[config.mk]
export PLATFORM = sky130hd
export DESIGN_NAME = ccl_ram
export DESIGN_NICKNAME = d
export VERILOG_FILES = /design/src/sv/ccl_ram.sv
export SDC_FILE = /design/constraint.sdc
export NUM_CORES = 2
export LEC_CHECK = 0
export BUFFER_PORTS_ARGS = -buffer_cell sky130_fd_sc_hd__clkbuf_2
export CORE_ASPECT_RATIO = 1.1
export CORE_MARGIN = 2
export CORE_UTILIZATION = 45
export CTS_CLUSTER_SIZE = 16
export DETAILED_ROUTE_END_ITERATION = 8
export GPL_TIMING_DRIVEN = 0
export HOLD_SLACK_MARGIN = 0.03
export SLEW_MARGIN = 30
export SYNTH_ARGS = -nofsm -noshare
export SYNTH_HDL_FRONTEND = slang
export SYNTH_SLANG_ARGS = --single-unit
[constraint.sdc]
create_clock -name clk -period 6 [get_ports clk]
set_input_delay 1.8 -clock clk [delete_from_list [all_inputs] [get_ports clk]]
set_output_delay 1.8 -clock clk [all_outputs]
set_load 0.05 [all_outputs]
[src/sv/ccl_ram.sv]
`timescale 1ns / 1ps

module ccl_ram #(
  parameter int W     = 32,
  parameter int DEPTH = 64,
  localparam int A    = (DEPTH > 1) ? $clog2(DEPTH) : 1
) (
  input  logic         clk,
  input  logic         we,
  input  logic [A-1:0] waddr,
  input  logic [W-1:0] wdata,
  input  logic [A-1:0] raddr,
  output logic [W-1:0] rdata
);
  logic [W-1:0] mem [DEPTH];

  always_ff @(posedge clk) begin
    if (we) begin
      mem[waddr] <= wdata;
    end
    rdata <= mem[raddr];
  end
endmodule

# [Word-level counts from Yosys, hierarchy flattened]
# Memories as Yosys holds them, arrays and structs flattened. A register that Yosys moved wholly into a read port is not among the register bits.
# Cells that the tools add are included.
# W data, S select, Z words.
[classes] n_mux=2
[ops] operator="$mux W1" n=2
[word_totals] register_bits=0 ramBits=2048 input_bits=46 out_inout_bits=32 word_cells=3 memories=1
[mem_list] memory="mem" words=64 width=32 read_ports=1 rd_clocked_by_memory_dff=1 write_ports=1 line_no="15" text="logic [W-1:0] mem [DEPTH];"

# [Depth between registers and ports, before layout]
[depth] word_depth=2 depth_mapped=10 mapped_depth_nobuf=5

# [Least setup slack after synthesis]
# Ideal clock, no wire load.
[synth_timing] path_kind="in2reg" start="in waddr[3]" end="mem mem[48][0] (enable)" setup_time_ns=0.461 arrival_time_ns=4.499 required_ns=5.539 slack_ns=1.040 path_stages=4 path_buffers=1 cell_sequence="clkbuf_1 nor2b_1 nand4b_1 nor3_1"
[synth_lines] element="start, declared" line_no="10" text="input logic [A-1:0] waddr,"
[synth_lines] element="end, declared" line_no="15"
# Straight into the memory's write port.

==> run metrics <==
commonest non-fill, non-tap cells in the layout=edfxtp_1, mux4_2, clkbuf_16, buf_16, clkbuf_1; Post-Route Skew=0.0553 ns; layout cell share with drive strength beyond 1=0.319; num rows=160; maximum fanout along the worst path=10; clock tree from TritonCTS=built; FMAX=185 MHz; fin crit period=5.39 ns; Synth Area in Compound Gates=0.0167; sw power=6.86 mW; switching share of total power=0.223; Clock Tree Root=clkbuf_16; Internal Power=23.8 mW; Setup Viol. Count Final=0; syn_nets=3370; I/O pin count=78; RSZ-0062 raised after global routing=no; pwr/cell area=331 nW/µm²; Fin. Hold Viols=0; Synth Flop Type=edfxtp_1; Yosys reg bits=2080; Slew Limit Headroom=0.226; DRC viols=0; routability cong.=0.936; die height=442 µm; Hold Crit Start=mem[12][17]$_DFFE_PP_; Resize count post-CTS=0; Die ar.=178000 µm²; Clock Latency Late Sink=0.87 ns; clock power share=0.414; post-synthesis sequential area ratio=0.791; min-delay worst type=reg -> reg; fraction of the mapped netlist area in simple logic gates=0.0127; Post-Synth Adder-Cell Area=0; Yosys cell types=34; Slew Viols, Final=0; Starting Density=0.453; Reg clk slew, reported paths=0.06 ns; WL final=237000 µm; Critical Path End Type=flip-flop; Logic pwr share=0.060; Placeable Area=173000 µm²; DP HPWL=157000 µm; most common cell after layout, fill and taps aside=edfxtp_1; cells after synthesis=3324; final antenna-violating net count=0; worst-margin pin slew=1.16 ns; cell area after synthesis=78500 µm²; deepest clock path buffer count=3; setup TNS=0 ns; fin crit share=0.899; final core occ=0.536; total grt overflow=0; initial antenna violation count=12; Synth Area in XOR/XNOR=0; Starting DRT DRC Count=5772; Avg Inst Size Synth=23.6 µm²; largest net degree at the start of global routing=65; drt pass-1 iters=8; first-pass GRT wire length=319000 µm; die width=402 µm; Startpoint Class=input port; status=complete, no violations; via count of the routed design=39232; Nets=3803; Leak=29.1 nW; WS Path Type=in -> reg; Reg power frac=0.525; Area growth syn-to-layout=18.1%; max-cap violations=0; maximum VDD drop=0.338 mV; Clock Sinks=2080; Worst Path Arrival=6.02 ns; RR Startpoint=mem[0][18]$_DFFE_PP_; fillers=12890; multiplexer share of the synthesized area=0.168; TritonCTS Buffers=202; Port Buffers=69; Routed wire per std cell=38.2 µm; main combinational cell family by area after synthesis=multiplexers; Post-CTS Hold Fix Bufs=0; Tot GR Track Use=0.266; Post-synth EDFFs=2048; setup bufs post-CTS=0; post-route cell area=92700 µm²; Placed Area=86100 µm²; Crit path required time=6.63 ns; vias per cell=6.32; yosys warns=0; FFs w/ async S/R, synth=0; vias in the first global route=38154; H-tree levels=4; Critical Path Start=raddr[1]
==> per-stage QoR <==
stage | worst slack (ns) | hold slack (ns) | std cells | total power, mW
final | 0.607 | 0.923 | 6205 | 30.7
after global routing | 0.832 | 0.953 | 6197 | 31.4
after CTS | 0.941 | 0.912 | 6194 | 30.8
after global placement | -2.16 | 0.895 | 5661 | 18.2
after floorplan | 1.04 | 0.663 | 3324 | 17.3
after detailed placement | 0.0410 | 0.916 | 5820 | 18.3
==> state kept, by name (all words and copies together) (netlist names) <==
signal  count
mem      2048
rdata      32
==> layout make-up <==
cell class / count / area [µm²] / area share
sequential: 2080 / 62100 / 0.670
multi-input combinational: 1062 / 16000 / 0.172
clock buffer: 270 / 5470 / 0.0589
timing repair buffer: 229 / 4240 / 0.0457
tap: 2268 / 2840 / 0.0306
clock inverter: 104 / 1120 / 0.0121
buffer: 182 / 932 / 0.0101
antenna: 10 / 25.0 / 0.000270
==> synth_stat cells (all sizes together), types with 7 or more instances <==
cell,n,area share
mux2i,93,0.012
mux4,544,0.16
nand2,26,0.0012
nor2b,15,0.0012
clkbuf,74,0.0035
nor2,137,0.0065
buf,108,0.0077
a22oi,12,0.0011
o221ai,27,0.0030
a311oi,8,0.00089
dfxtp,32,0.0082
edfxtp,2048,0.78
nand2b,8,0.00064
a21oi,62,0.0040
nor3,7,0.00045
o22ai,84,0.0067
==> power groups by stage <==
stage | logic, mW | registers [mW] | clock network (mW)
after floorplan | 0.782 | 16.5 | 0
after global placement | 1.72 | 16.4 | 0
after detailed placement | 1.82 | 16.4 | 0
after CTS | 1.83 | 16.1 | 12.8
after global routing | 1.89 | 16.1 | 13.4
final | 1.85 | 16.1 | 12.7
==> layer usage <==
layer	track usage	up-vias	wire, µm
met5	0.00567	-	279
met4	0.117	10	11500
met3	0.0683	458	24800
met2	0.415	2388	112000
met1	0.355	21201	88700
li1	-	15175	-
==> critical path, cell delays in order <==
cell and delay (ns):
buf_2 0.42, buf_2 0.43, buf_2 0.40, buf_1 0.83, mux4_2 0.43, o22ai_1 0.16, nor2_1 0.17, a21oi_1 0.95
nor2_1 0.38
==> cells by family after synthesis <==
logic type / count (synthesis)
compound gates: 202
buf+inv: 182
simple gates: 223
flops: 2080
mux: 637
==> path summary, 6_finish.rpt <==
check,endpoint,slack [ns],cells past startpoint
worst min register to register,rdata[17]$_DFF_P_,0.92,4
worst max-delay path,rdata[2]$_DFF_P_,0.61,9
worst max register to register,rdata[18]$_DFF_P_,3.11,4
worst min-delay path,rdata[17]$_DFF_P_,0.92,4
(Power assumes the default switching activity.)
