$ cat config.mk
export PLATFORM = sky130hd
export DESIGN_NAME = ccl_div
export DESIGN_NICKNAME = d
export VERILOG_FILES = /design/src/sv/ccl_div.sv
export SDC_FILE = /design/constraint.sdc
export NUM_CORES = 1
export LEC_CHECK = 0
export ABC_CLOCK_PERIOD_IN_PS = 4650
export BUFFER_PORTS_ARGS = -buffer_cell sky130_fd_sc_hd__buf_2
export CORE_MARGIN = 1.5
export CORE_UTILIZATION = 56
export DETAILED_ROUTE_END_ITERATION = 8
export GPL_ROUTABILITY_DRIVEN = 0
export PLACE_DENSITY = 0.82
export SETUP_SLACK_MARGIN = 0.02
export SKIP_CTS_REPAIR_TIMING = 1
export SLEW_MARGIN = 10
export SYNTH_ARGS = -nofsm -noshare
export SYNTH_HDL_FRONTEND = slang
export SYNTH_SLANG_ARGS = --single-unit
$ cat constraint.sdc
create_clock -name clk -period 4.65 [get_ports clk]
set_input_delay 0.6975 -clock clk [delete_from_list [all_inputs] [get_ports clk]]
set_output_delay 0.6975 -clock clk [all_outputs]
set_load 0.05 [all_outputs]
$ cat src/sv/ccl_div.sv
`timescale 1ns / 1ps

module ccl_div #(
  parameter int QW = 48,
  parameter int NW = 6
) (
  input  logic               clk,
  input  logic               rst,
  input  logic               start,
  input  logic signed [QW:0] dividend,
  input  logic [NW-1:0]      divisor,
  output logic               done,
  output logic signed [QW:0] quotient
);
  localparam int CW = $clog2(QW + 1);

  logic          busy;
  logic [CW-1:0] cnt;
  logic [QW-1:0] mag;
  logic [NW:0]   rem;
  logic          neg;
  logic [NW:0]   rt;
  logic          ge;
  logic signed [QW:0] dabs;
  logic signed [QW:0] qm;

  assign dabs = dividend[QW] ? -dividend : dividend;
  assign rt = {rem[NW-1:0], mag[QW-1]};
  assign ge = rt >= {1'b0, divisor};
  assign qm = $signed({1'b0, mag});
  assign quotient = neg ? -qm : qm;

  always_ff @(posedge clk) begin
    if (rst) begin
      busy <= 1'b0;
      done <= 1'b0;
      cnt  <= '0;
    end else begin
      done <= 1'b0;
      if (start) begin
        busy <= 1'b1;
        cnt  <= '0;
        neg  <= dividend[QW];
        mag  <= dabs[QW-1:0];
        rem  <= '0;
      end else if (busy) begin
        rem <= ge ? rt - {1'b0, divisor} : rt;
        mag <= {mag[QW-2:0], ge};
        cnt <= cnt + 1'b1;
        if (32'(cnt) == QW - 1) begin
          busy <= 1'b0;
          done <= 1'b1;
        end
      end
    end
  end
endmodule

* Yosys cells after proc, flatten, opt, wreduce, memory -nomap -nowiden *
Index checks and enable logic that the tools add are counted.

operators by class
  add/sub/neg operators = 4
  mux-type cells = 10
  bitwise logic cells = 2
  equality and inequality tests = 1
  $lt $le $gt $ge = 1
  reductions and logical operators = 5

operator list
  cell                                                            count
  48-bit two-way mux                                              3
  49-bit two-way mux                                              1
  48-bit negator with 49-bit output                               1
  48-bit negator                                                  1
  6-bit two-way mux                                               2
  7-bit by 6-bit >= comparator with 1-bit output                  1
  6-bit by 1-bit adder with 6-bit output (second input constant)  1
  6-bit equality test (second input constant)                     1
  6-bit subtractor                                                1
  1-bit two-way mux                                               4
  2-bit AND reduction                                             2
  3-bit OR reduction                                              1
  1-bit NOT                                                       2
  2-bit nonzero test                                              1
  2-bit OR reduction                                              1

word-level totals
  output and inout port bits = 50
  bits in registers = 63
  word-level logic and storage cells = 29

* Longest topological paths before layout *
Gate-level depths: netlist (run 1).

  word-level depth = 4
  depth in mapped cells = 8

* Worst setup path before layout (run 1) *
OpenSTA, ideal clock, no wires.

  path type = input to register
  from = in start
  to = reg mag[0], enable pin
  arrival time = 3.599 ns
  setup time = 0.466 ns
  path buffers = 2
  data required time = 4.184 ns
  setup slack = 0.585 ns
  stages = 4
  path through = clkbuf_1 > clkbuf_1 > nor2_1 > nor2_1

between the ends
  word-level cells in the longest chain between the ends = 2

RTL lines
  what                                  RTL line  RTL
  from (decl)                           9         input logic start,
  2-bit nonzero test (no source line)   -
  2-bit AND reduction (no source line)  -
  to (signal assigned)                  44        mag <= dabs[QW-1:0];
  to (signal assigned)                  48        mag <= {mag[QW-2:0], ge};
  to (decl)                             19        logic [QW-1:0] mag;

Every way passes these cells.
A chain may end at the register's enable or synchronous reset.

* Worst setup path after layout (run 1) *
  from = reg mag[9]
  to = out quotient[44]

between the ends
  word-level cells in the longest chain between the ends = 2

RTL lines
  what                               RTL line  RTL
  48-bit negator with 49-bit output  31        assign quotient = neg ? -qm : qm;
  49-bit two-way mux                 31
  to (decl)                          13        output logic signed [QW:0] quotient

Every way passes these cells.

==> reports/qor.txt, run 1 <==
Post-synth EDFFs -> 55
placement row count -> 34
status -> completed
initial core utilization -> 58.2%
max-cap viol count -> 0
final wirelength -> 13600 microns
number of top-level pins -> 108
crit path to -> quotient[44]
unrepaired setup endpoints after global routing -> no
DR vias -> 4924
worst-skew pair later-pin latency -> 350 ps
RR Startpoint -> rem[0]
Worst Skew -> 11.4 ps
First-pass DRT Iterations -> 5
antenna cells -> 0
largest net degree at the start of global routing -> 69
GR Overflow Total -> 0
startpoint types -> flip-flop
DPL Wire Length -> 9700 microns
Worst Setup End Kind -> output port
initial antenna violation count -> 0
Worst-path clk slew -> 80 ps
Synth warnings -> 0
antenna-violating nets left -> 0
I/O Buffers -> 107
first-pass GRT wire length -> 21500 microns
Syn Nets -> 643
setup tns final -> 0 ps
Crit Path Category -> reg2out
f_max -> 246 MHz
worst relative slew slack -> 46.4%
NumNets Final -> 733
Final Hold Fails -> 0
clk root buf -> clkbuf_8
Mapped Cells -> 575
total track usage -> 27.6%
Worst-Margin Slew -> 803 ps
share of cells above drive strength 1 -> 21.8%
post-synth top area share -> 32.4%
CTS tree -> yes
worst vdd ir -> 0.210 mV
leading post-synthesis cells by cell area -> edfxtp_1, xnor2_1, xor2_1, nor2_1, a21oi_1
clock tree sinks -> 63
H-tree depth -> 3
die area -> 9690 sq um
Die Ht -> 98.4 microns
DR WL/cell -> 17.5 microns
Yosys cell types -> 53
Synth async-reset ratio -> 0%
CP Launch Point -> mag[9]
number of CTS-inserted buffers -> 9
syn_area_per_cell -> 8.87 sq um
crit-path max FO -> 7
final worst path period share -> 87.3%
fin crit period -> 4060 ps
Finish-stage setup viols -> 0
worst path required time -> 3950 ps
crit path DAT -> 3360 ps
vias in the first global route -> 4476
leading area contributor after synthesis -> edfxtp_1
Layout Cells excl Fill -> 778
smallest hold slack -> 489 ps
setup slack, reg-to-reg -> 2520 ps
P_leak -> 2.12 nW
Chip Width -> 98.4 microns
Pwr Total -> 1.80 mW
Core ar. -> 8760 sq um
Longest Clk Path Bufs -> 2
DR DRC count -> 0
R2R cell count -> 5
Seq/Total Area, Yosys -> 35.5%
area delta synth->final -> 15.4%
PwrDens -> 306 nW/um^2
Synth Register Bits -> 63
HP Class -> reg2reg
DP Cell Count -> 762
Vias/cell -> 6.33
top_reg_cell synth -> edfxtp_1
DR iter-0 viols -> 442
Slew Viols, Final -> 0
Syn Std Cell Area -> 5100 sq um
Critical R2R Capture -> rem[1]
worst min-delay path by stage:
| stage | startpoint | to | slack [ps] | depth (start not counted) |
|---|---|---|---|---|
| after global placement | cnt[5] | cnt[5] | 460 | 2 |
| after floorplan | cnt[5] | cnt[5] | 450 | 2 |
| after CTS | cnt[5] | cnt[5] | 490 | 2 |
| after global routing | cnt[5] | cnt[5] | 570 | 2 |
| final | cnt[5] | cnt[5] | 490 | 2 |
| after detailed placement | cnt[5] | cnt[5] | 480 | 2 |
where the power goes:
group / switching [mW] / internal (mW)
clock network: 0.235 / 0.274
registers: 0.0414 / 0.668
logic: 0.408 / 0.178
metrics by stage:
| step | utilization (%) | worst slack [ps] | cell area (sq um) |
|---|---|---|---|
| global route | 67.2 | 339 | 5890 |
| global placement | 64.7 | 1070 | 5670 |
| CTS | 67.2 | 586 | 5890 |
| finish | 67.2 | 588 | 5890 |
| floorplan | - | 585 | 5100 |
| detailed placement | 64.7 | 971 | 5670 |
cells in the mapped netlist, types with 2 or more instances:
cell type   n
nor2_1     61
edfxtp_1   55
xnor2_1    50
a21oi_1    42
xor2_1     38
o21ai_0    37
nand2_1    31
clkbuf_1   27
o31ai_1    26
o41ai_1    22
or3_1      19
nand3_1    15
nor3_1     15
inv_1      13
ha_1        9
or4_1       9
dfxtp_1     8
nor2b_1     8
nor4_1      8
or2_2       8
a31oi_1     6
nand4_1     6
a211oi_1    5
o211ai_1    5
or4_4       5
mux2i_1     4
nand2b_1    4
o21a_1      4
nand3b_1    3
and3_1      2
and4b_1     2
buf_2       2
o311a_1     2
o311ai_0    2
o31a_1      2
o41ai_2     2
or2_0       2
area by class of cell:
| type | count | area [sq um] |
|---|---|---|
| Sequential cell | 63 | 1810 |
| Fill cell | 740 | 2880 |
| Timing Repair Buffer | 111 | 566 |
| Multi-Input combinational cell | 467 | 3110 |
| Clock buffer | 13 | 191 |
| Tap cell | 108 | 135 |
| Inverter | 13 | 48.8 |
| Clock inverter | 3 | 20.0 |
logic make-up after synthesis:
group           share of synthesized area (%)
xor+xnor                                 15.1
flops                                    35.5
simple gates                             21.5
compound gates                           20.9
buf+inv                                  3.58
mux                                     0.785
fa+ha+maj                                2.60
registers in the layout, summed over array words and instances (netlist names):
register and flops:
busy 1, rem 6, neg 1, done 1, mag 48, cnt 6
critical path: stages, from the launching register on:
cell	delay, ps
edfxtp_1	430
or4_1	640
nor4_1	720
nand2_1	430
o41ai_2	340
xnor2_1	170
buf_2	290
layer usage:
layer	global-route usage (%)	wire length [microns]	vias up
li1	-	-	2355
met1	38.7	5930	2307
met2	43.2	6370	233
met3	4.11	993	29
met4	11.4	303	0
met5	0	0	-
placed cells by master, fill, tap and decap left out, drive strengths merged, types with 2 or more instances in the layout:
master,netlist,routed
a211oi,5,5
a21oi,42,42
a31oi,6,6
and3,2,2
and4b,2,2
buf,5,111
clkbuf,27,13
clkinv,0,2
dfxtp,8,8
edfxtp,55,55
ha,9,9
inv,13,14
mux2i,4,4
nand2,31,31
nand2b,4,4
nand3,15,15
nand3b,3,3
nand4,6,6
nor2,61,61
nor2b,8,8
nor3,15,15
nor4,10,10
o211ai,5,5
o21a,4,4
o21ai,38,38
o311a,2,2
o311ai,2,2
o31a,2,2
o31ai,26,26
o41ai,24,24
or2,10,10
or3,19,19
or4,14,14
xnor2,50,50
xor2,38,38
Power figures use the tool's default switching activity.
==> inputs of run 2 (changes only) <==
--- a/config.mk
+++ b/config.mk
@@ -8,10 +8,11 @@
 export ABC_CLOCK_PERIOD_IN_PS = 4650
 export BUFFER_PORTS_ARGS = -buffer_cell sky130_fd_sc_hd__buf_2
 export CORE_MARGIN = 1.5
-export CORE_UTILIZATION = 56
+export CORE_UTILIZATION = 57
+export CTS_BUF_LIST = sky130_fd_sc_hd__clkbuf_2
 export DETAILED_ROUTE_END_ITERATION = 8
 export GPL_ROUTABILITY_DRIVEN = 0
-export PLACE_DENSITY = 0.82
+export PLACE_DENSITY = 0.83
 export SETUP_SLACK_MARGIN = 0.02
 export SKIP_CTS_REPAIR_TIMING = 1
 export SLEW_MARGIN = 10
==> run 2 against run 1 <==
Against the previous run:
- die area down 1.7%
- via count up 0.87%
- worst setup slack lost 190 ps
- worst hold slack worse by 47 ps
- largest power group unchanged
- count of clock-buffer cells in the layout is 2 lower
- wire length up 0.35%
- flip-flop and latch count unchanged
- fmax fell by 4.5%
- sequential share of layout area increased by 0.53 points
- first-iteration DRC count fell by 7.9%
- non-clock buffer count up 1
- critical endpoint unchanged
- combinational power about the same
- critical path type unchanged
==> reports/qor.txt, run 2 (synthesized netlist as in run 1, its figures left out) <==
most common cell after layout, fill and taps aside -> buf_2 (unchanged)
total track usage -> 28.1% (was 27.6%)
number of CTS-inserted buffers -> 9 (unchanged)
worst-skew pair later-pin latency -> 500 ps (was 350 ps)
Largest regs -> mag x48, cnt x6, rem x6 (unchanged)
DR WL/cell -> 17.5 microns (about the same)
max incr delay on CP -> 730 ps (was 720 ps)
most frequent cells in the layout -> buf_2, nor2_1, edfxtp_1 (unchanged)
clk root buf -> clkbuf_2 (was clkbuf_8)
Worst Setup End Kind -> output port (unchanged)
Slew Viols, Final -> 0 (unchanged)
First-pass DRT Iterations -> 5 (unchanged)
worst relative slew slack -> 42.8% (was 46.4%)
first-pass GRT wire length -> 21800 microns (was 21500 microns)
crit path DAT -> 3560 ps (was 3360 ps)
Core ar. -> 8680 sq um (was 8760 sq um)
Vias/cell -> 6.38 (was 6.33)
R2R cell count -> 6 (was 5)
Chip Width -> 97.6 microns (was 98.4 microns)
FILL cells -> 727 (was 740)
placement row count -> 34 (unchanged)
DR iter-0 viols -> 407 (was 442)
CP max-delay cell -> nor4_1 (unchanged)
setup slack, reg-to-reg -> 2510 ps (was 2520 ps)
Layout Cells excl Fill -> 779 (was 778)
initial core utilization -> 58.8% (was 58.2%)
initial antenna violation count -> 0 (unchanged)
area delta synth->final -> 13.4% (was 15.4%)
DPL Wire Length -> 9790 microns (was 9700 microns)
number of flip-flops in the largest register -> 48 (unchanged)
Crit Path Category -> reg2out (unchanged)
CTS tree -> yes (unchanged)
GR Overflow Total -> 0 (unchanged)
Worst-Margin Slew -> 850 ps (was 803 ps)
worst path required time -> 3950 ps (about the same)
Critical R2R Capture -> rem[3] (was rem[1])
vias in the first global route -> 4576 (was 4476)
PwrDens -> 281 nW/um^2 (was 306 nW/um^2)
I/O Buffers -> 107 (unchanged)
Worst Skew -> 17.2 ps (was 11.4 ps)
DR DRC count -> 0 (unchanged)
DP Cell Count -> 763 (was 762)
Worst Min Path Start -> rst (was cnt[5])
share of cells above drive strength 1 -> 21.9% (was 21.8%)
setup tns final -> 0 ps (unchanged)
Worst Hold Depth -> 2 (unchanged)
number of top-level pins -> 108 (unchanged)
status -> completed (unchanged)
crit-path max FO -> 7 (unchanged)
Finish-stage setup viols -> 0 (unchanged)
final wirelength -> 13600 microns (about the same)
Die Ht -> 97.6 microns (was 98.4 microns)
Longest Clk Path Bufs -> 2 (unchanged)
RR Startpoint -> rem[0] (unchanged)
die area -> 9520 sq um (was 9690 sq um)
Worst-path clk slew -> 190 ps (was 80 ps)
fin crit period -> 4250 ps (was 4060 ps)
NumNets Final -> 734 (was 733)
Reg with most FFs -> mag (unchanged)
HP Class -> in2reg (was reg2reg)
f_max -> 235 MHz (was 246 MHz)
H-tree depth -> 3 (unchanged)
largest net degree at the start of global routing -> 83 (was 69)
startpoint types -> flip-flop (unchanged)
final worst path period share -> 91.5% (was 87.3%)
worst vdd ir -> 0.191 mV (was 0.210 mV)
max-cap viol count -> 0 (unchanged)
Hold Path End -> busy (was cnt[5])
unrepaired setup endpoints after global routing -> no (unchanged)
antenna-violating nets left -> 0 (unchanged)
cells along the critical path -> or4_1 > nor4_1 > nand2_1 > o41ai_2 > xnor2_1 > buf_2 (unchanged)
clock tree sinks -> 63 (unchanged)
DR vias -> 4967 (was 4924)
P_leak -> 2.08 nW (was 2.12 nW)
antenna cells -> 0 (unchanged)
Final Hold Fails -> 0 (unchanged)
run 2: changes by cell type in the layout (fill, tap and decap cells not counted), sizes merged:
cell / change
clkbuf: -2
clkinv: +2
buf: +1
bufinv: +1
inv: -1
run 2: layer usage:
metal  wire, microns  share of wire [%]  GRT usage [%]  vias up
met1            5670                 42           37.0     2339
li1                -                  -              -     2343
met5               0                  0              0        -
met2            6610                 48           46.3      257
met3            1100                8.1           4.89       28
met4             257                1.9           10.4        0
run 2: cell type report:
cell class	count	area [sq um]	area share, %
well taps	108	135	2.34
flip-flops and latches	63	1810	31.3
multi-input cells	467	3110	53.8
clock buffers	11	55.1	0.952
repair buffers	112	573	9.90
clock inverters	5	48.8	0.843
inverters	13	48.8	0.843
run 2: how the worst max path moves through the flow:
stage	startpoint	end	slack, ps	cells after the start
final	mag[9]	quotient[44]	400	6
after global routing	mag[8]	quotient[44]	230	6
after CTS	mag[9]	quotient[44]	450	6
after detailed placement	mag[8]	quotient[44]	1020	6
after global placement	mag[8]	quotient[28]	1080	6
after floorplan	start	mag[0]	580	4
run 2: worst max-delay path, delay by kind of cell (launching register included):
kind,cells,cell delay (ps)
AND/OR/NAND/NOR,3,1780
flip-flops,1,460
buffers and inverters,1,280
XOR/XNOR,1,160
AO/OA/AOI/OAI,1,360
run 2: report_power, final:
part | internal, mW | switching (mW)
clock network | 0.125 | 0.207
registers | 0.667 | 0.0413
logic | 0.178 | 0.407
total | 0.970 | 0.656
run 2: per-stage QoR:
| stage | cell area (sq um) | hold slack (ps) | util (%) | setup WS (ps) | total power [mW] |
|---|---|---|---|---|---|
| finish | 5790 | 442 | 66.7 | 395 | 1.63 |
| global route | 5790 | 423 | 66.7 | 233 | 1.69 |
| CTS | 5790 | 407 | 66.7 | 448 | 1.63 |
| detailed placement | 5680 | 475 | 65.5 | 1020 | 1.30 |
| global placement | 5680 | 464 | 65.5 | 1080 | 1.29 |
| floorplan | 5100 | 453 | - | 585 | 1.15 |
